**config.mk**
```make
export PLATFORM = sky130hd
export DESIGN_NAME = status_led_pattern_generator
export DESIGN_NICKNAME = d
export VERILOG_FILES = /design/src/design/slpg_pkg.sv /design/src/design/status_led_pattern_generator.sv
export SDC_FILE = /design/constraint.sdc
export NUM_CORES = 1
export LEC_CHECK = 0
export BUFFER_PORTS_ARGS = -buffer_cell sky130_fd_sc_hd__buf_4
export CORE_MARGIN = 3
export CORE_UTILIZATION = 58
export CTS_CLUSTER_DIAMETER = 100
export DETAILED_ROUTE_END_ITERATION = 16
export PLACE_DENSITY = 0.78
export RECOVER_POWER = 25
export REMOVE_ABC_BUFFERS = 1
export SYNTH_ARGS = -nofsm -noshare
export SYNTH_HDL_FRONTEND = slang
export SYNTH_SLANG_ARGS = --single-unit
```
**constraint.sdc**
```tcl
create_clock -name clock -period 7.7 [get_ports clock]
set_clock_uncertainty 0.2 [all_clocks]
set_input_delay 0.77 -clock clock [delete_from_list [all_inputs] [get_ports clock]]
set_output_delay 0.77 -clock clock [all_outputs]
set_load 0.01 [all_outputs]
```
**src/design/slpg_pkg.sv**
```systemverilog
// ----------------------------------------------------------------------------
// slpg_pkg
// Shared types and constants of the status LED pattern generator.
// ----------------------------------------------------------------------------
package slpg_pkg;

   // base tick period in milliseconds
   localparam int unsigned TICK_MS = 10;

   localparam int unsigned MODE_W      = 3;
   localparam int unsigned MS_W        = 16;
   localparam int unsigned CNT_W       = 16;
   localparam int unsigned OVR_W       = 13;
   localparam int unsigned CSR_INDEX_W = 3;
   localparam int unsigned CSR_DATA_W  = 16;

   localparam logic [OVR_W-1:0] OVR_MAX = {OVR_W{1'b1}};

   // ms to ticks: multiply by a rounded-up reciprocal, exact for any MS_W-bit value
   localparam int unsigned DIV_SHIFT = MS_W + $clog2(TICK_MS);
   localparam longint unsigned DIV_RECIP =
      ((64'd1 << DIV_SHIFT) + TICK_MS - 1) / TICK_MS;
   localparam int unsigned RECIP_W = MS_W + 1;
   localparam int unsigned PROD_W  = MS_W + RECIP_W;

   typedef enum logic [MODE_W-1:0] {
      MODE_OFF         = 3'd0,
      MODE_ON          = 3'd1,
      MODE_SLOW_BLINK  = 3'd2,
      MODE_FAST_BLINK  = 3'd3,
      MODE_FAST_STROBE = 3'd4,
      MODE_SLOW_STROBE = 3'd5
   } mode_type;

   // configuration register indexes
   localparam logic [CSR_INDEX_W-1:0] CSR_SLOW_BLINK_TICKS        = 3'd0;
   localparam logic [CSR_INDEX_W-1:0] CSR_FAST_BLINK_TICKS        = 3'd1;
   localparam logic [CSR_INDEX_W-1:0] CSR_FAST_STROBE_PERIOD      = 3'd2;
   localparam logic [CSR_INDEX_W-1:0] CSR_FAST_STROBE_WINDOW      = 3'd3;
   localparam logic [CSR_INDEX_W-1:0] CSR_SLOW_STROBE_PERIOD      = 3'd4;
   localparam logic [CSR_INDEX_W-1:0] CSR_SLOW_STROBE_WINDOW      = 3'd5;
   localparam logic [CSR_INDEX_W-1:0] CSR_SLOW_STROBE_BLINK_TICKS = 3'd6;

endpackage

```
**src/design/status_led_pattern_generator.sv**
```systemverilog
// ----------------------------------------------------------------------------
// status_led_pattern_generator
// Tick-driven LED pattern generator with modes, strobes and a blink override.
// ----------------------------------------------------------------------------
// Usage:
//   req_ channel: one transfer per base tick, optionally carrying a new mode
//   and an override duration in milliseconds (converted to ticks on entry).
//   rsp_ channel: exactly one transfer per request, the LED level and the
//   override flag after that tick, in request order.
//   csr_ channel: register writes, always ready; write only while idle.
//   Result path: a request passes through the input register, then the tick
//   logic into the result register.
//   Throughput: one request per cycle while the receiver takes results; the
//   per-tick compare/decrement logic between the two registers sets this.
//   Receiver stall: the result register holds, one more request is taken into
//   the input register, then req_ready drops until the result is taken.
//   Reset: all modes and countdowns clear, the LED is off and the registers
//   return to their default pattern timings.
// ----------------------------------------------------------------------------
module status_led_pattern_generator (
   input  logic                                      clock,
   input  logic                                      reset,
   input  logic                                      req_valid,
   output logic                                      req_ready,
   input  logic                                      req_mode_valid,
   input  logic [slpg_pkg::MODE_W-1:0]               req_new_mode,
   input  logic                                      req_override_valid,
   input  logic [slpg_pkg::MS_W-1:0]                 req_override_ms,
   output logic                                      rsp_valid,
   input  logic                                      rsp_ready,
   output logic                                      rsp_led_on,
   output logic                                      rsp_override_active,
   input  logic                                      csr_valid,
   output logic                                      csr_ready,
   input  logic [slpg_pkg::CSR_INDEX_W-1:0]          csr_index,
   input  logic [slpg_pkg::CSR_DATA_W-1:0]           csr_data
);
   import slpg_pkg::*;

   // configuration
   logic [CNT_W-1:0] slow_blink_ff, fast_blink_ff, fs_period_ff, fs_window_ff;
   logic [CNT_W-1:0] ss_period_ff, ss_window_ff, ss_blink_ff;

   // input register
   logic             s1_valid_ff;
   logic             s1_mode_valid_ff;
   logic [MODE_W-1:0] s1_new_mode_ff;
   logic             s1_ovr_valid_ff;
   logic [OVR_W-1:0] s1_ovr_ticks_ff;

   // tick state
   logic [MODE_W-1:0] stored_mode_ff, stored_mode_in;
   logic [MODE_W-1:0] prev_mode_ff, prev_mode_in;
   logic             led_ff, led_in;
   logic [CNT_W-1:0] blink_ff, blink_in;
   logic [CNT_W-1:0] period_ff, period_in;
   logic [OVR_W-1:0] ovr_ff, ovr_in;

   // result register
   logic rsp_valid_ff, rsp_led_ff, rsp_ovr_ff;

   logic advance, req_xfer, tick;
   logic [PROD_W-1:0] prod;
   logic [MS_W-1:0]   quot;
   logic [OVR_W-1:0]  ovr_ticks;

   assign advance   = !rsp_valid_ff || rsp_ready;
   assign req_ready = !s1_valid_ff || advance;
   assign req_xfer  = req_valid && req_ready;
   assign tick      = s1_valid_ff && advance;
   assign csr_ready = 1'b1;

   // ms to ticks with saturation
   always_comb begin
      prod      = PROD_W'(req_override_ms) * PROD_W'(DIV_RECIP);
      quot      = MS_W'(prod >> DIV_SHIFT);
      ovr_ticks = (quot > MS_W'(OVR_MAX)) ? OVR_MAX : quot[OVR_W-1:0];
   end

   always_ff @(posedge clock) begin
      if (reset) begin
         s1_valid_ff <= 1'b0;
      end else if (req_ready) begin
         s1_valid_ff <= req_valid;
      end
      if (req_xfer) begin
         s1_mode_valid_ff <= req_mode_valid;
         s1_new_mode_ff   <= req_new_mode;
         s1_ovr_valid_ff  <= req_override_valid;
         s1_ovr_ticks_ff  <= ovr_ticks;
      end
   end

   // per-tick logic
   logic [MODE_W-1:0] mode_sel, eff_mode;
   logic [OVR_W-1:0]  ovr_load;
   logic [CNT_W-1:0]  blink_dec, period_dec, blink_a, period_a, period_r;
   logic [CNT_W-1:0]  st_period, st_window, st_reload;
   logic              ovr_on, changed;

   always_comb begin
      mode_sel  = s1_mode_valid_ff ? s1_new_mode_ff : stored_mode_ff;
      ovr_load  = s1_ovr_valid_ff ? s1_ovr_ticks_ff : ovr_ff;
      ovr_in    = (ovr_load != '0) ? ovr_load - OVR_W'(1) : ovr_load;
      blink_dec = (blink_ff != '0) ? blink_ff - CNT_W'(1) : blink_ff;
      period_dec = (period_ff != '0) ? period_ff - CNT_W'(1) : period_ff;
      ovr_on    = ovr_in != '0;
      eff_mode  = ovr_on ? MODE_W'(MODE_FAST_BLINK) : mode_sel;
      changed   = eff_mode != prev_mode_ff;
      blink_a   = changed ? '0 : blink_dec;
      period_a  = changed ? '0 : period_dec;

      // strobe timing follows the selected strobe mode
      if (eff_mode == MODE_W'(MODE_FAST_STROBE)) begin
         st_period = fs_period_ff;
         st_window = fs_window_ff;
         st_reload = fast_blink_ff;
      end else begin
         st_period = ss_period_ff;
         st_window = ss_window_ff;
         st_reload = ss_blink_ff;
      end
      period_r = (period_a == '0 || period_a >= st_period) ? st_period : period_a;

      stored_mode_in = mode_sel;
      prev_mode_in   = eff_mode;
      blink_in       = blink_a;
      period_in      = period_a;
      led_in         = led_ff;

      case (mode_type'(eff_mode))
         MODE_ON: begin
            led_in = 1'b1;
         end
         MODE_SLOW_BLINK: begin
            if (blink_a == '0) begin
               blink_in = slow_blink_ff;
               led_in   = !led_ff;
            end
         end
         MODE_FAST_BLINK: begin
            if (blink_a == '0) begin
               blink_in = fast_blink_ff;
               led_in   = !led_ff;
            end
         end
         MODE_FAST_STROBE, MODE_SLOW_STROBE: begin
            period_in = period_r;
            if (period_r <= st_window) begin
               if (blink_a == '0) begin
                  blink_in = st_reload;
                  led_in   = !led_ff;
               end
            end else begin
               led_in = 1'b0;
            end
         end
         default: begin
            led_in = 1'b0;
         end
      endcase
   end

   always_ff @(posedge clock) begin
      if (reset) begin
         stored_mode_ff <= MODE_W'(MODE_OFF);
         prev_mode_ff   <= MODE_W'(MODE_OFF);
         led_ff         <= 1'b0;
         blink_ff       <= '0;
         period_ff      <= '0;
         ovr_ff         <= '0;
      end else if (tick) begin
         stored_mode_ff <= stored_mode_in;
         prev_mode_ff   <= prev_mode_in;
         led_ff         <= led_in;
         blink_ff       <= blink_in;
         period_ff      <= period_in;
         ovr_ff         <= ovr_in;
      end
   end

   always_ff @(posedge clock) begin
      if (reset) begin
         rsp_valid_ff <= 1'b0;
      end else if (advance) begin
         rsp_valid_ff <= s1_valid_ff;
      end
      if (tick) begin
         rsp_led_ff <= led_in;
         rsp_ovr_ff <= ovr_on;
      end
   end

   assign rsp_valid           = rsp_valid_ff;
   assign rsp_led_on          = rsp_led_ff;
   assign rsp_override_active = rsp_ovr_ff;

   // configuration registers, unknown indexes are dropped
   always_ff @(posedge clock) begin
      if (reset) begin
         slow_blink_ff <= CNT_W'(35);
         fast_blink_ff <= CNT_W'(5);
         fs_period_ff  <= CNT_W'(100);
         fs_window_ff  <= CNT_W'(25);
         ss_period_ff  <= CNT_W'(50);
         ss_window_ff  <= CNT_W'(10);
         ss_blink_ff   <= CNT_W'(10);
      end else if (csr_valid) begin
         case (csr_index)
            CSR_SLOW_BLINK_TICKS:        slow_blink_ff <= csr_data;
            CSR_FAST_BLINK_TICKS:        fast_blink_ff <= csr_data;
            CSR_FAST_STROBE_PERIOD:      fs_period_ff  <= csr_data;
            CSR_FAST_STROBE_WINDOW:      fs_window_ff  <= csr_data;
            CSR_SLOW_STROBE_PERIOD:      ss_period_ff  <= csr_data;
            CSR_SLOW_STROBE_WINDOW:      ss_window_ff  <= csr_data;
            CSR_SLOW_STROBE_BLINK_TICKS: ss_blink_ff   <= csr_data;
            default: begin
            end
         endcase
      end
   end

endmodule
```
==> results.cfg <==
[synth]
async_flop_share_pct = 0
syn_area_um2 = 14700
synth_edf_count = 20
yosysSeqAreaShare_pct = 26.7
synth_common_cells = nand2_1, ha_1, dfxtp_1, inv_1, a21oi_1
synth_top_area_share_pct = 22.6
yosysMostFrequentCell = nand2_1
syn-instance-count = 1664
ys_top_cells_by_area = dfxtp_1, ha_1, fa_1
synth.avg_cell_area_um2 = 8.82
synth_compound_area_share_pct = 14.1
synthAdderAreaFrac_pct = 25.3
yosys-mux-area-fraction_pct = 6.98
netlist-cell-type-count = 100
ys.flop_type = dfxtp_1
yosysTopAreaCell = dfxtp_1
synth_warnings = 0
synth_top_family_by_area = adder cells
ys_seq_elements = 186
synth-simple-area-share_pct = 18.0
synth_xor_area_share_pct = 2.51

[clocking]
holdBufCountCts = 0
cts_htree_levels = 4
clock-sinks = 186
cts_made_buffers = 17
clk_pin_slew_worst_paths_ns = 0.08
cts_tree = built
clock_latency_ns = 0.45
cts_root_buf = clkbuf_16
clockBufferDepth = 2

[die]
core_um2 = 24600
io-pin-count = 50
fp.dieArea_um2 = 27300
die_w_um = 165
start_util_pct = 59.7
rows = 57
die_h_um = 165

[critical_path]
cp_slowest_stage_delay_ns = 0.50
start_kind = flip-flop
cp_max_fo = 6
cp.arrival_ns = 7.76
end_kind = flip-flop
worst_ep_required_time_ns = 7.80
crit_type = flip-flop to flip-flop
cp_common_cell = mux2i_2
crit_slowest_cell = a211oi_2

[cells_and_area]
fin_util_pct = 67.9
diodes = 0
drive_above_1_share_pct = 15.5
syn_to_final_growth_pct = 13.8
nets = 2029
fillers = 1918

[timing]
finalSetupTns_ns = 0
timing.fmax_ghz = 0.130
period_needed_ns = 7.66
grt_setup_unrepaired = true
worst_pin_slew_ns = 1.27
finalHoldViolations = 0
final_max_slew_viol_count = 0
slew_headroom_pct = 15.3
setup-violations-final = 0
finalCritPeriodShare_pct = 99.5

[global_route]
antenna_found_initial = 0
grt_use_total_pct = 28.9
grt_max_degree = 63
grt_pass1_wl_um = 62400
gr-total-overflow = 0
first_global_vias = 12300

[worst_hold_path]
hold_class = flip-flop to flip-flop

[power]
powerDensity_nw_per_um2 = 255
cellLeakagePower_nw = 7.33
max-vdd-ir-drop_v = 0.000371

[run_status]
status = finished, final reports clean

[drt]
vias = 12400
initialDrtViolationCount = 1192
drc = 0
via_per_inst = 5.99
dr.pass1.iters = 5
drt_wl_total_um = 38900
ant_nets = 0
wl_per_cell_um = 18.8

[placement]
gp_congestion = 0.924
place_hpwl_um = 28900
numPortBuffers = 48

[flow_run]
drv_cap = 0
==> cell usage in the layout (no fill, tap or decap), types with 7 or more instances in the layout <==
cell / Yosys / routed
a21oi_1: 137 / 130
a21oi_2: 1 / 7
nor2_1: 69 / 69
dfxtp_1: 166 / 166
mux2_1: 8 / 8
nor2b_1: 11 / 11
mux2i_1: 64 / 52
xnor2_1: 33 / 33
or3_1: 7 / 7
ha_1: 167 / 161
o31ai_1: 9 / 7
a22oi_1: 10 / 8
a211oi_1: 13 / 10
edfxtp_1: 20 / 20
nand3_1: 56 / 54
buf_4: 5 / 106
nand4_1: 15 / 15
inv_1: 151 / 149
nand2_1: 283 / 279
a21o_1: 8 / 8
nand2b_1: 11 / 10
o21ai_1: 21 / 22
xor2_1: 9 / 9
nor3_1: 36 / 34
fa_1: 81 / 81
o221a_1: 8 / 8
mux2_2: 15 / 13
o21ai_0: 33 / 30
o22ai_1: 9 / 9
clkbuf_16: 0 / 18
mux2i_2: 2 / 11
==> sequential cells by signal (all words and copies together), names as in the netlist <==
name and cells:
rsp_led_on 1, led_ff 1, fs_window_ff 16, fast_blink_ff 16, s1_new_mode_ff 3, blink_ff 16
ss_period_ff 16, fs_period_ff 16, ss_blink_ff 16, stored_mode_ff 3, s1_ovr_ticks_ff 13, ss_window_ff 16
rsp_valid 1, s1_mode_valid_ff 1, period_ff 16, prev_mode_ff 3, s1_ovr_valid_ff 1, rsp_override_active 1
ovr_ff 13, s1_valid_ff 1, slow_blink_ff 16
==> routing by layer <==
layer	global-route usage (%)	vias to the layer above	part of all wire [%]	wire length (um)
li1	-	5953	-	-
met5	0	-	0	0
met1	37.3	6014	43	16600
met3	4.39	61	5.8	2240
met2	49.6	396	49	19000
met4	9.65	0	2.8	1080
==> report_power, final <==
part / internal [mW] / total [mW] / switching (mW) / leakage [nW]
clock network: 0.450 / 0.899 / 0.449 / 0.295
registers: 1.12 / 1.20 / 0.0804 / 1.54
logic: 0.962 / 2.16 / 1.20 / 5.49
total: 2.53 / 4.26 / 1.73 / 7.33
==> through the flow <==
| stage | hold WS, ns | instances | worst slack, ns | cell area (um2) | power, mW |
|---|---|---|---|---|---|
| final | 0.257 | 2073 | 0.0367 | 16700 | 4.26 |
| after global routing | 0.271 | 2073 | -0.356 | 16700 | 4.60 |
| after CTS | 0.256 | 2056 | 0.0115 | 16300 | 4.24 |
| after detailed placement | 0.246 | 2020 | -0.315 | 15500 | 3.29 |
| after global placement | 0.237 | 2020 | -0.00503 | 15500 | 3.21 |
| after floorplan | 0.225 | 1592 | -1.91 | 14300 | 2.69 |
==> logic make-up after synthesis <==
group | count (synthesis)
mux | 94
fa+ha+maj | 248
buf+inv | 225
compound gates | 321
simple gates | 547
other cells | 1
xor+xnor | 42
flops | 186
==> worst max-delay path: cells and delay by family, from the launching register on <==
family	cells	cell delay, ns
AOI/OAI and AO/OA	14	3.19
buffers and inverters	4	0.64
and+or+nand+nor	6	0.98
muxes	4	0.98
adders and majority gates	3	0.74
DFF	1	0.46
xor gates and xnor gates	1	0.32
==> final timing paths <==
check                         start                 to  slack [ns]  cells past startpoint
setup / recovery    s1_ovr_valid_ff       blink_ff[15]        0.04                     32
hold / removal    fast_blink_ff[14]  fast_blink_ff[14]        0.26                      2
setup reg to reg    s1_ovr_valid_ff       blink_ff[15]        0.04                     32
hold reg to reg   fast_blink_ff[14]  fast_blink_ff[14]        0.26                      2
==> cell type report <==
type	instances	area, um2	share of cell area [%]
clock buffer	18	439	2.63
clock inverter	14	165	0.988
inverter	153	577	3.45
multi-input combinational	1255	10200	61.3
sequential	186	3920	23.5
tap	324	405	2.43
timing repair buffer	123	957	5.73
==> timing repair <==
action,CTS,global route
resized for setup,22,64
endpoints found under the setup margin,18,18
setup buffers,3,15
gates cloned,1,2
pin swaps,11,26
Note: power is estimated with default switching activity, not from simulation.
